`config.mk`:
```
export PLATFORM = sky130hd
export DESIGN_NAME = proximity_alarm_blinker_flat
export DESIGN_NICKNAME = d
export VERILOG_FILES = /design/src/sv/pab_pkg.sv /design/src/sv/pab_ifs.sv /design/src/sv/proximity_alarm_blinker.sv /design/src/sv/pab_cfg_regs.sv /design/src/sv/pab_ctrl.sv /design/src/flat_wrapper.sv
export SDC_FILE = /design/constraint.sdc
export NUM_CORES = 1
export LEC_CHECK = 0
export ABC_AREA = 1
export BUFFER_PORTS_ARGS = -buffer_cell sky130_fd_sc_hd__buf_2
export CAP_MARGIN = 10
export CELL_PAD_IN_SITES_DETAIL_PLACEMENT = 1
export CELL_PAD_IN_SITES_GLOBAL_PLACEMENT = 1
export CORE_MARGIN = 4
export CORE_UTILIZATION = 43
export DETAILED_ROUTE_END_ITERATION = 6
export GPL_ROUTABILITY_DRIVEN = 0
export PLACE_DENSITY = 0.86
export SLEW_MARGIN = 25
export SYNTH_ARGS = -nofsm -noshare
export SYNTH_HDL_FRONTEND = slang
export SYNTH_SLANG_ARGS = --single-unit
```
`constraint.sdc`:
```
create_clock -name clk -period 5.9 [get_ports clk]
set_input_delay 0 -clock clk [delete_from_list [all_inputs] [get_ports clk]]
set_output_delay 0 -clock clk [all_outputs]
set_load 0.01 [all_outputs]
```
`src/sv/pab_pkg.sv`:
```
// Shared types and constants for the proximity alarm blinker.
// No dependencies; every other file in the block imports this package.

package pab_pkg;

	// Item codes carried in the mode field
	typedef enum logic [1:0] {
		MODE_TICK = 2'd0,
		MODE_ON   = 2'd1,
		MODE_OFF  = 2'd2,
		MODE_TEST = 2'd3
	} mode_t;

	// Configuration register indexes
	localparam int CFG_IDX_W = 3;
	localparam int CFG_DATA_W = 32;
	typedef enum logic [CFG_IDX_W-1:0] {
		REG_COLOUR_A   = 3'd0,
		REG_COLOUR_B   = 3'd1,
		REG_BLINK      = 3'd2,
		REG_TRIGGER    = 3'd3,
		REG_HOLD       = 3'd4
	} reg_idx_t;

	localparam logic [23:0] COLOUR_A_RST = 24'hFF0000;
	localparam logic [23:0] COLOUR_B_RST = 24'h0000FF;
	localparam logic [31:0] BLINK_RST    = 32'd250;
	localparam logic [15:0] TRIGGER_RST  = 16'd0;
	localparam logic [31:0] HOLD_RST     = 32'd0;

	localparam logic [31:0] TEST_MS    = 32'd3000;
	localparam logic [7:0]  FULL_LEVEL = 8'd255;

	typedef struct packed {
		logic [23:0] colour_a;
		logic [23:0] colour_b;
		logic [31:0] blink_period_ms;
		logic [15:0] trigger_distance_mm;
		logic [31:0] hold_timeout_ms;
	} cfg_t;

	typedef struct packed {
		mode_t       mode;
		logic [31:0] now_ms;
		logic [15:0] distance_mm;
	} item_t;

	typedef struct packed {
		logic [7:0] red;
		logic [7:0] green;
		logic [7:0] blue;
		logic       buzzer;
	} drive_t;

	typedef struct packed {
		drive_t drive;
		logic   alarm_on;
		logic   testing;
	} res_t;

	localparam drive_t DRIVE_OFF = '{red: 8'd0, green: 8'd0, blue: 8'd0, buzzer: 1'b0};

endpackage

```
`src/sv/pab_ifs.sv`:
```
// Valid/ready channel interfaces for item and result beats.
// Depends on pab_pkg for the payload types.

interface pab_item_if import pab_pkg::*; ();
	logic        valid;
	logic        ready;
	mode_t       mode;
	logic [31:0] now_ms;
	logic [15:0] distance_mm;

	modport source (output valid, mode, now_ms, distance_mm, input ready);
	modport sink (input valid, mode, now_ms, distance_mm, output ready);
endinterface

interface pab_result_if ();
	logic       valid;
	logic       ready;
	logic [7:0] red;
	logic [7:0] green;
	logic [7:0] blue;
	logic       buzzer;
	logic       alarm_on;
	logic       testing;

	modport source (output valid, red, green, blue, buzzer, alarm_on, testing, input ready);
	modport sink (input valid, red, green, blue, buzzer, alarm_on, testing, output ready);
endinterface

```
`src/sv/proximity_alarm_blinker.sv`:
```
// Proximity alarm blinker top level: input stage, control, result register.
// Depends on pab_pkg, pab_ifs, pab_cfg_regs and pab_ctrl.
//
//   channel   direction  beat
//   item      in         mode, now_ms, distance_mm
//   result    out        red, green, blue, buzzer, alarm_on, testing
//   cfg_*     in         cfg_index, cfg_wdata on cfg_we (no handshake)
//
// One item per cycle sustained while the result side accepts; an accepted item
// passes through the input register, then the result register, before its
// result beat is valid.
// The state update and the result are computed combinationally while an item
// sits in the input register, and committed as it moves to the result register.
// arst_n clears both stage valids, control state and config; data registers have no reset.
// A stalled result holds the result register and then the input register.

module proximity_alarm_blinker import pab_pkg::*; (
	input  logic                  clk,
	input  logic                  arst_n,
	pab_item_if.sink              item,
	pab_result_if.source          result,
	input  logic                  cfg_we,
	input  logic [CFG_IDX_W-1:0]  cfg_index,
	input  logic [CFG_DATA_W-1:0] cfg_wdata
);

	cfg_t  cfg;
	item_t item_s1;
	logic  valid_s1, res_valid_q, res_free, advance;
	res_t  res_n, res_q;

	pab_cfg_regs u_cfg (
		.clk       (clk),
		.arst_n    (arst_n),
		.cfg_we    (cfg_we),
		.cfg_index (cfg_index),
		.cfg_wdata (cfg_wdata),
		.cfg       (cfg)
	);

	// Move a beat on when the result register is empty or being drained
	assign res_free   = !res_valid_q || result.ready;
	assign advance    = valid_s1 && res_free;
	assign item.ready = !valid_s1 || res_free;

	// Input register
	always_ff @(posedge clk or negedge arst_n) begin
		if (!arst_n) begin
			valid_s1 <= 1'b0;
		end else if (item.ready) begin
			valid_s1 <= item.valid;
		end
	end

	always_ff @(posedge clk) begin
		if (item.valid && item.ready) begin
			item_s1 <= '{mode: item.mode, now_ms: item.now_ms, distance_mm: item.distance_mm};
		end
	end

	pab_ctrl u_ctrl (
		.clk     (clk),
		.arst_n  (arst_n),
		.advance (advance),
		.item    (item_s1),
		.cfg     (cfg),
		.res     (res_n)
	);

	// Result register
	always_ff @(posedge clk or negedge arst_n) begin
		if (!arst_n) begin
			res_valid_q <= 1'b0;
		end else if (res_free) begin
			res_valid_q <= valid_s1;
		end
	end

	always_ff @(posedge clk) begin
		if (advance) begin
			res_q <= res_n;
		end
	end

	assign result.valid    = res_valid_q;
	assign result.red      = res_q.drive.red;
	assign result.green    = res_q.drive.green;
	assign result.blue     = res_q.drive.blue;
	assign result.buzzer   = res_q.drive.buzzer;
	assign result.alarm_on = res_q.alarm_on;
	assign result.testing  = res_q.testing;

endmodule

```
`src/sv/pab_cfg_regs.sv`:
```
// Configuration register file for the proximity alarm blinker.
// Depends on pab_pkg for the register indexes and reset values.

module pab_cfg_regs import pab_pkg::*; (
	input  logic                  clk,
	input  logic                  arst_n,
	input  logic                  cfg_we,
	input  logic [CFG_IDX_W-1:0]  cfg_index,
	input  logic [CFG_DATA_W-1:0] cfg_wdata,
	output cfg_t                  cfg
);

	cfg_t cfg_q;

	// Decode the index and load the addressed register; unknown indexes drop
	always_ff @(posedge clk or negedge arst_n) begin
		if (!arst_n) begin
			cfg_q.colour_a            <= COLOUR_A_RST;
			cfg_q.colour_b            <= COLOUR_B_RST;
			cfg_q.blink_period_ms     <= BLINK_RST;
			cfg_q.trigger_distance_mm <= TRIGGER_RST;
			cfg_q.hold_timeout_ms     <= HOLD_RST;
		end else if (cfg_we) begin
			unique case (reg_idx_t'(cfg_index))
				REG_COLOUR_A: cfg_q.colour_a            <= cfg_wdata[23:0];
				REG_COLOUR_B: cfg_q.colour_b            <= cfg_wdata[23:0];
				REG_BLINK:    cfg_q.blink_period_ms     <= cfg_wdata;
				REG_TRIGGER:  cfg_q.trigger_distance_mm <= cfg_wdata[15:0];
				REG_HOLD:     cfg_q.hold_timeout_ms     <= cfg_wdata;
				default: ;
			endcase
		end
	end

	assign cfg = cfg_q;

endmodule

```
`src/sv/pab_ctrl.sv`:
```
// Alarm state, latched requests, test timer and blink timer, with the
// next-state logic for one item. Depends on pab_pkg.

module pab_ctrl import pab_pkg::*; (
	input  logic  clk,
	input  logic  arst_n,
	input  logic  advance,
	input  item_t item,
	input  cfg_t  cfg,
	output res_t  res
);

	logic        alarm_q, test_q, phase_q, pend_on_q, pend_off_q;
	logic [31:0] test_start_q, last_detect_q, last_blink_q;
	drive_t      drive_q;

	logic        alarm_n, test_n, phase_n, pend_on_n, pend_off_n, done;
	logic [31:0] test_start_n, last_detect_n, last_blink_n;
	drive_t      drive_n;

	logic        near, test_over, hold_over, blink_due;
	logic [31:0] detect_base, test_elapsed, detect_elapsed, blink_elapsed;

	// Distance and time comparisons; time differences are modulo 2^32
	assign near           = item.distance_mm <= cfg.trigger_distance_mm;
	assign test_elapsed   = item.now_ms - test_start_q;
	assign test_over      = test_elapsed >= TEST_MS;
	assign detect_base    = pend_on_q ? item.now_ms : last_detect_q;
	assign detect_elapsed = item.now_ms - detect_base;
	assign hold_over      = detect_elapsed >= cfg.hold_timeout_ms;
	assign blink_elapsed  = item.now_ms - last_blink_q;
	assign blink_due      = blink_elapsed >= cfg.blink_period_ms;

	// Work out the state after this item
	always_comb begin
		alarm_n       = alarm_q;
		test_n        = test_q;
		phase_n       = phase_q;
		pend_on_n     = pend_on_q;
		pend_off_n    = pend_off_q;
		test_start_n  = test_start_q;
		last_detect_n = last_detect_q;
		last_blink_n  = last_blink_q;
		drive_n       = drive_q;
		done          = 1'b0;
		unique case (item.mode)
			MODE_TICK: begin
				if (test_q) begin
					// only the test end matters while a test runs
					if (test_over) begin
						drive_n = DRIVE_OFF;
						test_n  = 1'b0;
						alarm_n = 1'b0;
					end
				end else begin
					// serve latched requests, on before off
					if (pend_on_q) begin
						alarm_n       = 1'b1;
						last_detect_n = item.now_ms;
						pend_on_n     = 1'b0;
					end else if (pend_off_q) begin
						alarm_n    = 1'b0;
						drive_n    = DRIVE_OFF;
						pend_off_n = 1'b0;
						done       = 1'b1;
					end
					if (!done) begin
						if (!alarm_n && near) begin
							alarm_n       = 1'b1;
							last_detect_n = item.now_ms;
						end else if (alarm_n) begin
							if (!near && hold_over) begin
								alarm_n = 1'b0;
								drive_n = DRIVE_OFF;
							end else begin
								if (near) begin
									last_detect_n = item.now_ms;
								end
								// alternate colours once the period has gone by
								if (blink_due) begin
									phase_n      = !phase_q;
									last_blink_n = item.now_ms;
									drive_n      = phase_n
										? drive_t'{red: cfg.colour_a[23:16],
											green: cfg.colour_a[15:8],
											blue: cfg.colour_a[7:0], buzzer: 1'b1}
										: drive_t'{red: cfg.colour_b[23:16],
											green: cfg.colour_b[15:8],
											blue: cfg.colour_b[7:0], buzzer: 1'b1};
								end
							end
						end
					end
				end
			end
			MODE_ON:  pend_on_n = 1'b1;
			MODE_OFF: pend_off_n = 1'b1;
			MODE_TEST: begin
				test_n       = 1'b1;
				test_start_n = item.now_ms;
				drive_n      = '{red: FULL_LEVEL, green: 8'd0, blue: 8'd0, buzzer: 1'b1};
			end
			default: ;
		endcase
	end

	// Commit the new state when the item leaves the input stage
	always_ff @(posedge clk or negedge arst_n) begin
		if (!arst_n) begin
			alarm_q       <= 1'b0;
			test_q        <= 1'b0;
			phase_q       <= 1'b0;
			pend_on_q     <= 1'b0;
			pend_off_q    <= 1'b0;
			test_start_q  <= '0;
			last_detect_q <= '0;
			last_blink_q  <= '0;
			drive_q       <= DRIVE_OFF;
		end else if (advance) begin
			alarm_q       <= alarm_n;
			test_q        <= test_n;
			phase_q       <= phase_n;
			pend_on_q     <= pend_on_n;
			pend_off_q    <= pend_off_n;
			test_start_q  <= test_start_n;
			last_detect_q <= last_detect_n;
			last_blink_q  <= last_blink_n;
			drive_q       <= drive_n;
		end
	end

	assign res = '{drive: drive_n, alarm_on: alarm_n, testing: test_n};

endmodule

```
`src/flat_wrapper.sv`:
```
// flat-port wrapper written by rule: the top's interface ports become plain ports
module proximity_alarm_blinker_flat import pab_pkg::*;
  (clk, arst_n, cfg_we, cfg_index, cfg_wdata, item_valid, item_mode, item_now_ms, item_distance_mm, item_ready, result_valid, result_red, result_green, result_blue, result_buzzer, result_alarm_on, result_testing, result_ready);
  pab_item_if item_i ();
  pab_result_if result_i ();
  input  logic clk;
  input  logic arst_n;
  input  logic cfg_we;
  input  logic [CFG_IDX_W-1:0] cfg_index;
  input  logic [CFG_DATA_W-1:0] cfg_wdata;
  input wire logic [$bits(item_i.valid)-1:0] item_valid;
  input wire logic [$bits(item_i.mode)-1:0] item_mode;
  input wire logic [$bits(item_i.now_ms)-1:0] item_now_ms;
  input wire logic [$bits(item_i.distance_mm)-1:0] item_distance_mm;
  output wire logic [$bits(item_i.ready)-1:0] item_ready;
  output wire logic [$bits(result_i.valid)-1:0] result_valid;
  output wire logic [$bits(result_i.red)-1:0] result_red;
  output wire logic [$bits(result_i.green)-1:0] result_green;
  output wire logic [$bits(result_i.blue)-1:0] result_blue;
  output wire logic [$bits(result_i.buzzer)-1:0] result_buzzer;
  output wire logic [$bits(result_i.alarm_on)-1:0] result_alarm_on;
  output wire logic [$bits(result_i.testing)-1:0] result_testing;
  input wire logic [$bits(result_i.ready)-1:0] result_ready;
  assign item_i.valid = item_valid;
  assign item_i.mode = item_mode;
  assign item_i.now_ms = item_now_ms;
  assign item_i.distance_mm = item_distance_mm;
  assign item_ready = item_i.ready;
  assign result_valid = result_i.valid;
  assign result_red = result_i.red;
  assign result_green = result_i.green;
  assign result_blue = result_i.blue;
  assign result_buzzer = result_i.buzzer;
  assign result_alarm_on = result_i.alarm_on;
  assign result_testing = result_i.testing;
  assign result_i.ready = result_ready;
  proximity_alarm_blinker u_core (.clk(clk), .arst_n(arst_n), .item(item_i), .result(result_i), .cfg_we(cfg_we), .cfg_index(cfg_index), .cfg_wdata(cfg_wdata));
endmodule
```
==> results.yml <==
power:
  comb_power_share: 0.570
  seqPwrFrac: 0.246
  p_switching_w: 0.00670
  p_total_w: 0.0140
  p_sw_frac: 0.479
  power.density_mw_per_mm2: 540
  p_leak_nw: 13.1
  ir_drop_uv: 384
  p_clk_frac: 0.184
  internal_power_w: 0.00729
finish:
  drive_above_1_share: 0.102
  final_common_cell: "nand2_1"
  layout_common_cells: "nand2_1 (895), inv_1 (425), o21ai_0 (364)"
  fillers: 6482
  diodes: 0
  nets: 3443
  area_delta_synth_final_pct: 16.4
timing:
  post-route-min-period_ns: 5.46
  finalHoldViolCount: 0
  slew_headroom: 0.415
  finalCritPeriodShare: 0.925
  finalSetupViolCount: 0
  setup-tns-final_ns: 0
  fin_hold_ws_ns: 0.0882
  worst_pin_slew_ns: 0.877
  finalMaxSlewViolations: 0
  rsz0062_at_grt: "false"
  clock_skew_ns: 0.0281
  fin_ws_ns: 0.441
  max_freq_mhz: 183
synthesis:
  synth_edf_count: 77
  ys_warn_count: 0
  synth_cell_type_count: 50
  synth_top_flop_cell: "dfrtp_1"
  syn_avg_cell_area_um2: 7.47
  ys_ff_latch: 333
  netlist_instances: 2979
  netlist_area_mm2: 0.0223
  synth_seq_area_share: 0.393
  synth_top_area_share: 0.263
  synth_top_cell_by_area: "dfrtp_1"
  synth_top_cells_by_area: "dfrtp_1 (26%), nand2_1 (15%), edfxtp_1 (10%)"
  synthesis.nets: 3250
  async_reset_ff_frac: 0.769
global_routing:
  grt_pass1_wl_um: 120000
  grt_max_degree: 117
  overflow: 0
  global_route.usage.total: 0.261
  grt_pass1_vias: 22700
  antenna_found_initial: 0
floorplan:
  start_util: 0.434
  core_mm2: 0.0513
  die_x_um: 235
  pin_count: 119
  rows: 83
  die-area_mm2: 0.0555
  die_y_um: 235
clock_tree:
  root_buffer: "clkbuf_16"
  cts.path.max_buffers: 3
  clkSinkCount: 333
  h-tree-depth: 2
  cts_tree: "yes"
  clkLatencyLatePin_ns: 0.59
  clk_pin_slew_worst_paths_ns: 0.06
  cts_buffers: 40
routing:
  wl_per_cell_um: 19.1
  drc: 0
  drt-pass1-iter-count: 5
  via_count: 21100
  avgViaCountPerCell: 5.43
  met2_length_um: 37700
  maxUsedRoutingLayer: "met4"
  wl_um: 74300
  wl_met1_um: 31100
  drt-initial-drc-count: 1286
  drtAntennaViolNets: 0
  met3_length_um: 2610
critical_path:
  reg2reg_slack_ns: 0.44
  cp_common_cell: "nand2_1"
  crit_arrival_ns: 5.99
  r2r-start: "u_core.item_s1[18]"
  crit_required_ns: 6.43
  ff2ff_path_depth: 27
  crit_slowest_cell: "xor2_1"
  worstSetupPathType: "reg -> reg"
  critPathLaunchType: "flip-flop"
  worst_setup_path_end_kind: "flip-flop"
  cp_slowest_stage_delay_ns: 0.42
  reg2reg_to: "u_core.u_ctrl.drive_q[4]"
  crit_fanout: 33
hold_path:
  hold_class: "in -> reg"
  hold_path_depth: 5
  worst_hold_path.endpoint: "u_core.u_cfg.cfg[82]"
  min_from: "cfg_index[0]"
run_status:
  status: "finished, final reports clean"
place:
  dp_hpwl_um: 53700
  io_buffers: 118
  pre_cts_ws_ns: 0.0858
job:
  cap_violations: 0
## critical path: cells and delay by family, from the launching register on
family | cells | cell delay, ns
AO/OA/AOI/OAI | 12 | 2.27
buffers and inverters | 1 | 0.23
flip-flops | 1 | 0.41
adder cells (fa/ha/maj) | 2 | 0.69
XOR/XNOR | 1 | 0.42
AND/OR/NAND/NOR | 11 | 1.38
## per-layer routing
| layer | vias to the layer above | GRT usage |
|---|---|---|
| li1 | 10000 | - |
| met1 | 10400 | 0.316 |
| met2 | 469 | 0.475 |
| met3 | 172 | 0.0323 |
| met4 | 0 | 0.0997 |
| met5 | - | 0 |
## repair_timing
item                       4_1_cts  5_1_grt
hold endpoints to repair       293        9
gates resized for setup          0       13
setup endpoints to repair        0       84
buffers inserted                 0        4
hold buffers                    87        1
## power by group through the flow
stage | registers, W | logic, W | clock network, W
2_1_floorplan | 0.00332 | 0.00544 | 0
3_3_place_gp | 0.00342 | 0.00715 | 0
3_5_place_dp | 0.00346 | 0.00761 | 0
4_1_cts | 0.00343 | 0.00780 | 0.00262
5_1_grt | 0.00351 | 0.00897 | 0.00271
6_report | 0.00344 | 0.00798 | 0.00257
## how the worst max path moves through the flow
stage / start / depth (start not counted) / slack [ns] / endpoint
final: u_core.item_s1[18] / 27 / 0.44 / u_core.u_ctrl.drive_q[4]
after detailed placement: u_core.item_s1[17] / 32 / 0.09 / u_core.result.blue[3]
after global routing: u_core.item_s1[18] / 27 / 0.01 / u_core.u_ctrl.drive_q[4]
after global placement: u_core.item_s1[17] / 32 / 0.39 / u_core.result.blue[4]
after CTS: u_core.item_s1[17] / 32 / 0.08 / u_core.result.blue[3]
after floorplan: u_core.u_ctrl.pend_on_q / 34 / 1.12 / u_core.result.blue[6]
## metrics by stage
stage / area [um^2] / std cells / utilization
3_5_place_dp: 23500 / 3717 / 0.458
5_1_grt: 25900 / 3883 / 0.505
6_report: 25900 / 3883 / 0.505
2_1_floorplan: 22300 / 2979 / -
3_3_place_gp: 23500 / 3717 / 0.458
4_1_cts: 25800 / 3877 / 0.502
## layout make-up
class / count / area, um^2 / share of cell area
Multi-Input combinational cell: 2118 / 11500 / 0.442
Sequential cell: 333 / 8750 / 0.338
Timing Repair Buffer: 242 / 1820 / 0.0701
Inverter: 437 / 1640 / 0.0635
Clock buffer: 57 / 1220 / 0.0470
Tap cell: 680 / 851 / 0.0328
Clock inverter: 16 / 173 / 0.00666
## logic make-up (layout without fill, tap and decap cells)
kind of cell / after synthesis / count (layout) / share of synthesized area
fa+ha+maj: 181 / 181 / 0.103
flops: 333 / 333 / 0.393
simple gates: 1266 / 1266 / 0.237
xor+xnor: 64 / 64 / 0.0252
compound gates: 586 / 586 / 0.137
buf+inv: 528 / 752 / 0.0953
mux: 21 / 21 / 0.00945
## registers in the layout (all words and copies together) (netlist names), 8 cells and up
name / flops
u_core.u_ctrl.last_detect_q: 32
u_core.result.blue: 8
u_core.result.green: 8
u_core.u_ctrl.last_blink_q: 32
u_core.result.red: 8
u_core.u_ctrl.drive_q: 25
u_core.u_ctrl.test_start_q: 32
u_core.item_s1: 50
u_core.u_cfg.cfg: 128
## synthesized netlist by cell type, drive strengths merged, types with 10 or more instances
| library cell | instances |
|---|---|
| a21oi | 164 |
| a31oi | 10 |
| buf | 14 |
| clkbuf | 76 |
| dfrtp | 234 |
| dfstp | 22 |
| edfxtp | 77 |
| ha | 178 |
| inv | 434 |
| mux2i | 21 |
| nand2 | 925 |
| nand3 | 127 |
| nand3b | 11 |
| nand4 | 29 |
| nor2 | 149 |
| nor3 | 18 |
| o21ai | 373 |
| xnor2 | 19 |
| xor2 | 45 |
Note: power is estimated with default switching activity, not from simulation.
